## src/fixed_capacity_multiset_top_macros.svh

```systemverilog
// Assertion macros shared by the multiset block.
// Included by the top level; depends on a clock i_clk and reset i_rst_n in scope.
`ifndef FIXED_CAPACITY_MULTISET_TOP_MACROS_SVH
`define FIXED_CAPACITY_MULTISET_TOP_MACROS_SVH

// Same-cycle implication, checked outside reset.
`define FCM_ASSERT_NOW(label, ante, cons, msg) \
    label: assert property (@(posedge i_clk) disable iff (!i_rst_n) (ante) |-> (cons)) \
        else $error(msg);

// Next-cycle implication, checked outside reset.
`define FCM_ASSERT_NEXT(label, ante, cons, msg) \
    label: assert property (@(posedge i_clk) disable iff (!i_rst_n) (ante) |=> (cons)) \
        else $error(msg);

`endif

```

## src/fcm_pkg.sv

```systemverilog
// Types and helpers for the fixed-capacity multiset block.
// No dependencies; used by the top level, the checker and the testbench.
package fcm_pkg;

    // Operation codes carried in the input tuser.
    typedef enum logic [1:0] {
        FUNC_ADD    = 2'd0,
        FUNC_REMOVE = 2'd1,
        FUNC_COUNT  = 2'd2,
        FUNC_CLEAR  = 2'd3
    } t_func;

    // Controller states, one-hot.
    typedef enum logic [3:0] {
        S_IDLE = 4'b0001,
        S_SCAN = 4'b0010,
        S_MOVE = 4'b0100,
        S_DONE = 4'b1000
    } t_state;

    // Result beat, ok in the lowest bit.
    typedef struct packed {
        logic       empty_res;
        logic [4:0] size;
        logic [4:0] frequency;
        logic       ok;
    } t_result;

    localparam int RESULT_W = $bits(t_result);
    localparam int TDATA_OUT_W = ((RESULT_W + 7) / 8) * 8;

    // Clamp a count to the 5-bit result field.
    function automatic logic [4:0] sat5(input logic [31:0] v);
        logic [4:0] r;
        r = (v > 32'd31) ? 5'd31 : v[4:0];
        return r;
    endfunction

endpackage

```

## src/fixed_capacity_multiset_top.sv

```systemverilog
// Fixed-capacity multiset: entries in a dense RAM, scanned one per cycle.
// An add or clear goes straight to the result state; count and remove scan the entries first
// when the bag is not empty, and a remove that leaves a hole moves the last entry into it.
// A new item is accepted only when idle, after the previous result beat has been registered.
// Reset (synchronous, active low) clears the entry count and the output; the RAM
// contents are not cleared, only entries below the count are ever used.
// Depends on fcm_pkg, fcm_ram and fixed_capacity_multiset_top_macros.svh.
`include "fixed_capacity_multiset_top_macros.svh"

module fixed_capacity_multiset_top #(
    parameter int CAPACITY    = 16,
    parameter int ENTRY_WIDTH = 32
) (
    input  logic                            i_clk,
    input  logic                            i_rst_n,
    input  logic                            i_s_axis_tvalid,
    output logic                            o_s_axis_tready,
    input  logic [31:0]                     i_s_axis_tdata,  // [31:0] value
    input  logic [1:0]                      i_s_axis_tuser,  // [1:0] func
    output logic                            o_m_axis_tvalid,
    input  logic                            i_m_axis_tready,
    // [0] ok, [5:1] frequency, [10:6] size, [11] empty_res, rest zero
    output logic [fcm_pkg::TDATA_OUT_W-1:0] o_m_axis_tdata
);

    localparam int CW = $clog2(CAPACITY + 1);
    localparam int AW = (CAPACITY > 1) ? $clog2(CAPACITY) : 1;

    fcm_pkg::t_state  r_state, n_state;
    fcm_pkg::t_func   r_func, n_func;
    logic [ENTRY_WIDTH-1:0] r_value, n_value;
    logic [CW-1:0]    r_count, n_count;
    logic [CW-1:0]    r_cmp_idx, n_cmp_idx;
    logic [CW-1:0]    r_freq, n_freq;
    logic             r_ok, n_ok;
    logic             r_out_valid, n_out_valid;
    fcm_pkg::t_result r_out, n_out;

    logic                   w_accept;
    logic [63:0]            w_value64;
    logic [ENTRY_WIDTH-1:0] w_value;
    logic                   w_we;
    logic [AW-1:0]          w_waddr;
    logic [AW-1:0]          w_raddr;
    logic [ENTRY_WIDTH-1:0] w_wdata;
    logic [ENTRY_WIDTH-1:0] w_rdata;
    logic                   w_match;
    logic [CW-1:0]          w_last_idx;
    logic                   w_last;
    logic [CW-1:0]          w_next_idx;
    logic                   w_in_scan;
    logic                   w_in_move;
    logic                   w_in_done;
    logic                   w_wr_state;

    // Entry storage.
    fcm_ram #(
        .WIDTH(ENTRY_WIDTH),
        .DEPTH(CAPACITY)
    ) u_ram (
        .i_clk  (i_clk),
        .i_we   (w_we),
        .i_waddr(w_waddr),
        .i_wdata(w_wdata),
        .i_raddr(w_raddr),
        .o_rdata(w_rdata)
    );

    // Input value reduced to the entry width.
    assign w_value64 = {32'd0, i_s_axis_tdata};
    assign w_value   = w_value64[ENTRY_WIDTH-1:0];

    assign o_s_axis_tready = (r_state == fcm_pkg::S_IDLE);
    assign w_accept        = i_s_axis_tvalid && o_s_axis_tready;

    // Scan bookkeeping: compare the entry read last cycle, step to the next.
    assign w_match    = (w_rdata == r_value);
    assign w_last_idx = r_count - CW'(1);
    assign w_last     = (r_cmp_idx == w_last_idx);
    assign w_next_idx = r_cmp_idx + CW'(1);

    // Controller.
    always_comb begin
        n_state     = r_state;
        n_func      = r_func;
        n_value     = r_value;
        n_count     = r_count;
        n_cmp_idx   = r_cmp_idx;
        n_freq      = r_freq;
        n_ok        = r_ok;
        n_out       = r_out;
        n_out_valid = r_out_valid;
        w_we        = 1'b0;
        w_waddr     = r_count[AW-1:0];
        w_wdata     = w_value;
        w_raddr     = '0;

        // Downstream takes the pending result beat.
        if (r_out_valid && i_m_axis_tready) begin
            n_out_valid = 1'b0;
        end

        unique case (r_state)
            fcm_pkg::S_IDLE: begin
                if (w_accept) begin
                    n_func  = fcm_pkg::t_func'(i_s_axis_tuser);
                    n_value = w_value;
                    n_freq  = '0;
                    unique case (fcm_pkg::t_func'(i_s_axis_tuser))
                        fcm_pkg::FUNC_ADD: begin
                            if (r_count < CW'(CAPACITY)) begin
                                w_we    = 1'b1;
                                n_count = r_count + CW'(1);
                                n_ok    = 1'b1;
                            end else begin
                                n_ok = 1'b0;
                            end
                            n_state = fcm_pkg::S_DONE;
                        end
                        fcm_pkg::FUNC_REMOVE, fcm_pkg::FUNC_COUNT: begin
                            n_cmp_idx = '0;
                            if (r_count == '0) begin
                                n_ok    = 1'b0;
                                n_state = fcm_pkg::S_DONE;
                            end else begin
                                n_state = fcm_pkg::S_SCAN;
                            end
                        end
                        fcm_pkg::FUNC_CLEAR: begin
                            n_count = '0;
                            n_ok    = 1'b1;
                            n_state = fcm_pkg::S_DONE;
                        end
                        default: begin
                            n_state = fcm_pkg::S_IDLE;
                        end
                    endcase
                end
            end
            fcm_pkg::S_SCAN: begin
                w_raddr = w_next_idx[AW-1:0];
                if (r_func == fcm_pkg::FUNC_REMOVE) begin
                    if (w_match) begin
                        // Found: shrink, and fill the hole from the last entry.
                        n_count = w_last_idx;
                        n_ok    = 1'b1;
                        if (w_last) begin
                            n_state = fcm_pkg::S_DONE;
                        end else begin
                            w_raddr = w_last_idx[AW-1:0];
                            n_state = fcm_pkg::S_MOVE;
                        end
                    end else if (w_last) begin
                        n_ok    = 1'b0;
                        n_state = fcm_pkg::S_DONE;
                    end else begin
                        n_cmp_idx = w_next_idx;
                    end
                end else begin
                    n_freq = r_freq + CW'(w_match);
                    if (w_last) begin
                        n_ok    = (n_freq != '0);
                        n_state = fcm_pkg::S_DONE;
                    end else begin
                        n_cmp_idx = w_next_idx;
                    end
                end
            end
            fcm_pkg::S_MOVE: begin
                w_we    = 1'b1;
                w_waddr = r_cmp_idx[AW-1:0];
                w_wdata = w_rdata;
                n_state = fcm_pkg::S_DONE;
            end
            fcm_pkg::S_DONE: begin
                if (!r_out_valid || i_m_axis_tready) begin
                    n_out.ok        = r_ok;
                    n_out.frequency = fcm_pkg::sat5(32'(r_freq));
                    n_out.size      = fcm_pkg::sat5(32'(r_count));
                    n_out.empty_res = (r_count == '0);
                    n_out_valid     = 1'b1;
                    n_state         = fcm_pkg::S_IDLE;
                end
            end
            default: begin
                n_state = fcm_pkg::S_IDLE;
            end
        endcase
    end

    // Control registers.
    always_ff @(posedge i_clk) begin
        if (!i_rst_n) begin
            r_state     <= fcm_pkg::S_IDLE;
            r_count     <= '0;
            r_out_valid <= 1'b0;
        end else begin
            r_state     <= n_state;
            r_count     <= n_count;
            r_out_valid <= n_out_valid;
        end
    end

    // Payload registers.
    always_ff @(posedge i_clk) begin
        r_func    <= n_func;
        r_value   <= n_value;
        r_cmp_idx <= n_cmp_idx;
        r_freq    <= n_freq;
        r_ok      <= n_ok;
        r_out     <= n_out;
    end

    assign o_m_axis_tvalid = r_out_valid;
    assign o_m_axis_tdata  = {{(fcm_pkg::TDATA_OUT_W - fcm_pkg::RESULT_W){1'b0}}, r_out};

    // State decodes used by the checks below.
    assign w_in_scan  = (r_state == fcm_pkg::S_SCAN);
    assign w_in_move  = (r_state == fcm_pkg::S_MOVE);
    assign w_in_done  = (r_state == fcm_pkg::S_DONE);
    assign w_wr_state = (r_state == fcm_pkg::S_IDLE) || w_in_move;

    // Checks on the controller.
    `FCM_ASSERT_NOW(a_count_bound, 1'b1, r_count <= CW'(CAPACITY), "entry count above capacity")
    `FCM_ASSERT_NOW(a_write_state, w_we, w_wr_state, "RAM write outside add or move")
    `FCM_ASSERT_NOW(a_scan_range, w_in_scan, r_cmp_idx < r_count, "scan index past last entry")
    `FCM_ASSERT_NEXT(a_move_done, w_in_move, w_in_done, "move not followed by result")

endmodule

```

## src/fcm_ram.sv

```systemverilog
// Generic single-write, single-read RAM with a registered read port.
// No dependencies.
module fcm_ram #(
    parameter int WIDTH = 32,
    parameter int DEPTH = 16
) (
    input  logic                                  i_clk,
    input  logic                                  i_we,
    input  logic [((DEPTH > 1) ? $clog2(DEPTH) : 1)-1:0] i_waddr,
    input  logic [WIDTH-1:0]                      i_wdata,
    input  logic [((DEPTH > 1) ? $clog2(DEPTH) : 1)-1:0] i_raddr,
    output logic [WIDTH-1:0]                      o_rdata
);

    logic [WIDTH-1:0] r_mem [DEPTH];
    logic [WIDTH-1:0] r_rdata;

    // Write port and registered read port.
    always_ff @(posedge i_clk) begin
        if (i_we) begin
            r_mem[i_waddr] <= i_wdata;
        end
        r_rdata <= r_mem[i_raddr];
    end

    assign o_rdata = r_rdata;

endmodule

```

## config.mk

```make
export PLATFORM = sky130hd
export DESIGN_NAME = fixed_capacity_multiset_top
export DESIGN_NICKNAME = d
export VERILOG_FILES = /design/src/fcm_pkg.sv /design/src/fixed_capacity_multiset_top.sv /design/src/fcm_ram.sv
export VERILOG_INCLUDE_DIRS = /design/src /design/src/src
export SDC_FILE = /design/constraint.sdc
export NUM_CORES = 1
export LEC_CHECK = 0
export BUFFER_PORTS_ARGS = -buffer_cell sky130_fd_sc_hd__clkbuf_2
export CORE_ASPECT_RATIO = 0.6
export CORE_MARGIN = 2
export CORE_UTILIZATION = 60
export CTS_CLUSTER_SIZE = 40
export DETAILED_ROUTE_END_ITERATION = 6
export GPL_TIMING_DRIVEN = 0
export PLACE_DENSITY = 0.77
export SLEW_MARGIN = 20
export SYNTH_ARGS = -nofsm -noshare
export SYNTH_HDL_FRONTEND = slang
export SYNTH_SLANG_ARGS = --single-unit
```

## constraint.sdc

```tcl
create_clock -name i_clk -period 5.35 [get_ports i_clk]
set_input_delay 1.07 -clock i_clk [delete_from_list [all_inputs] [get_ports i_clk]]
set_output_delay 1.07 -clock i_clk [all_outputs]
set_load 0.1 [all_outputs]
```

==> impl_metrics.tcl <==
set metrics [dict create \
    min_period_ps 5150 \
    power.density_nw_per_um2 358 \
    htree_num_levels 2 \
    area_growth_syn_to_layout_pct 13.5 \
    clk_pin_slew_worst_paths_ps 70 \
    synth_warnings 0 \
    drtIter0Drc 2605 \
    cts_resized 0 \
    arrival_ps 5570 \
    vias_per_cell 6.71 \
    grt_pass1_wl_mm 99.9 \
    synth-async-reset-ratio_pct 0 \
    die_w_um 263 \
    maxCapViolCount 0 \
    grt_max_degree 24 \
    crit_chain "xor2_1 -> nor4_1 -> nand4_1 -> nor4_4 -> mux2i_1 -> buf_2 -> buf_2 -> buf_2 -> mux2i_1 -> a221oi_1 -> a31oi_1 -> o211ai_1" \
    worst_pin_slew_ps 1120 \
    syn_area_per_cell_um2 14.2 \
    clock-sinks 611 \
    synth_area_um2 24200 \
    drv_slew 0 \
    mostFrequentLayoutCell "edfxtp_1" \
    crit_type "flip-flop to flip-flop" \
    finalCritPeriodShare_pct 96.2 \
    yosysSeqAreaShare_pct 74.1 \
    reg2reg_slack_ps 200 \
    diodes 0 \
    finalHoldViolCount 0 \
    rr_worst_depth 12 \
    wire_per_inst_um 29.1 \
    syn_inst 1702 \
    hold_start "r_ok" \
    nets 1882 \
    wirelength_mm 69.7 \
    path_depth 12 \
    p_leak_uw 0.00951 \
    numPlacedInstances 2303 \
    core_area_um2 39400 \
    cts_root_buf "clkbuf_16" \
    max_freq_mhz 194 \
    clock_latency_ps 590 \
    setup_viol 0 \
    die_h_um 160 \
    start_util_pct 61.4 \
    cts_made_buffers 52 \
    cp_top_family "simple AND/OR/NAND/NOR gates" \
    die-area_um2 42000 \
    status "complete, no violations" \
    startpoint_type "flip-flop" \
    instances_no_fill 2397 \
    cp_max_fo 10 \
    synth.distinct_cells 54 \
    required_ps 5770 \
    end_kind "flip-flop" \
    cpPeakStageDelay_ps 700 \
    grt_usage_pct 33.0 \
    finish.instance_area_um2 27500 \
    relSlewSlack_pct 25.5 \
    holdBufCountCts 0 \
    overflow 0 \
    drcViolationCount 0 \
    cp_num_buf_inv 3 \
    cts_tree "built" \
    cpMaxStageDelayCell "nor4_4" \
    std_cell_rows 56 \
    r2r_end "u_ram.o_rdata[24]" \
    gp_congestion 0.911 \
    drive_above_1_share_pct 11.4 \
    reg2reg_from "r_value[18]" \
    ys_ff_latch 611 \
    post_cts_buffers 0 \
    port_buffers 51 \
    fin_hold_ws_ps 422 \
    hold_end "o_m_axis_tdata[0]" \
    num_vias 16092 \
    post-dp-hpwl_mm 47.4 \
    timing.hold.worst_path_depth 0 \
    antenna_found_initial 2 \
    postRouteAntennaNets 0 \
    skew_ps 22.7 \
    rsz0062_at_grt "false" \
    io_pins 56 \
    placed_area_um2 25900 \
    firstDrtPassIters 6 \
    synth_ff_type "edfxtp_1" \
    final_cell_mix "edfxtp_1, nand2_1, a21oi_1, clkbuf_1, mux2i_1" \
    synth_edf_count 569 \
    cts_buffer_depth 3 \
    vdd_ir_drop_max_uv 324 \
    hp-class "flip-flop to flip-flop" \
    crit_path_frequent_cell "buf_2" \
    grt_pass1_vias 15084 \
]
==> worst register-to-register path, stage by stage, from the launching register on <==
cell      delay [ps]
edfxtp_1         400
xor2_1           230
nor4_1           640
nand4_1          510
nor4_4           700
mux2i_1          420
buf_2            310
buf_2            440
buf_2            510
mux2i_1          300
a221oi_1         120
a31oi_1          280
o211ai_1         150
==> where the power goes <==
group / switching, µW / internal [µW]
Sequential: 71.6 / 5380
Clock: 1680 / 1940
Combinational: 557 / 197
==> metrics by stage <==
| step | util (%) | power, µW | worst slack, ps | TNS (ps) |
|---|---|---|---|---|
| floorplan | - | 6000 | 1430 | 0 |
| global placement | 63.7 | 6220 | -107 | -4610 |
| detailed placement | 65.6 | 6270 | 216 | 0 |
| CTS | 69.6 | 9780 | 111 | 0 |
| global route | 69.7 | 10000 | 159 | 0 |
| finish | 69.7 | 9830 | 202 | 0 |
==> area by class of cell <==
type | instances | area, µm²
multi-input cells | 969 | 5890
well taps | 522 | 653
clock inverters | 19 | 121
fillers | 2532 | 12000
repair buffers | 76 | 898
clock buffers | 75 | 1460
plain buffers | 113 | 490
inverters | 12 | 45.0
flip-flops and latches | 611 | 17900
==> state kept, by name (all words and copies together) (netlist names) <==
signal           count
r_value             32
r_cmp_idx            5
u_ram.r_mem        512
r_func               2
o_m_axis_tvalid      1
o_m_axis_tdata      12
r_count              5
r_state              4
u_ram.o_rdata       32
r_ok                 1
r_freq               5
==> layer usage <==
metal	routed length (µm)	up-vias	global-route usage (%)
met1	26500	7823	49.7
met3	12200	176	10.9
met5	25	-	0
met4	2170	4	10.3
li1	-	6714	-
met2	28800	1375	45.7
==> worst max path at each step <==
| stage | from | end | slack, ps |
|---|---|---|---|
| detailed placement | r_value[4] | u_ram.o_rdata[8] | 220 |
| global placement | i_s_axis_tuser[0] | u_ram.r_mem[9][19] | -110 |
| finish | r_value[18] | u_ram.o_rdata[24] | 200 |
| CTS | r_value[4] | u_ram.o_rdata[8] | 110 |
| global route | r_count[0] | u_ram.o_rdata[28] | 160 |
| floorplan | r_state[1] | u_ram.r_mem[2][0] | 1430 |
==> synth_stat cells, types with 10 or more instances <==
cell | count | area share, %
buf_2 | 27 | 0.56
nand3_1 | 10 | 0.21
a211oi_1 | 34 | 1.1
a21oi_1 | 207 | 4.3
xnor2_1 | 11 | 0.40
edfxtp_1 | 569 | 71
o211ai_1 | 17 | 0.53
a221o_1 | 15 | 0.62
nand2_1 | 305 | 4.7
mux2i_1 | 65 | 2.7
or4_1 | 16 | 0.50
a31oi_1 | 21 | 0.54
inv_1 | 12 | 0.19
dfxtp_1 | 42 | 3.5
clkbuf_1 | 69 | 1.1
a221oi_1 | 47 | 1.7
a21o_1 | 33 | 1.0
a22o_1 | 18 | 0.65
xor2_1 | 39 | 1.4
nor2_1 | 42 | 0.65
==> cells by family (layout without fill, tap and decap cells) <==
| kind of cell | count (synthesis) | after routing | share of synthesized area (%) |
|---|---|---|---|
| AOI/OAI and AO/OA | 422 | 422 | 11.3 |
| DFF | 611 | 611 | 74.1 |
| other | 1 | 4 | 0.0155 |
| adders and majority gates | 9 | 9 | 0.465 |
| buffers and inverters | 125 | 295 | 2.19 |
| xor gates and xnor gates | 51 | 51 | 1.90 |
| and+or+nand+nor | 416 | 416 | 7.31 |
| muxes | 67 | 67 | 2.78 |
(Power assumes the default switching activity.)
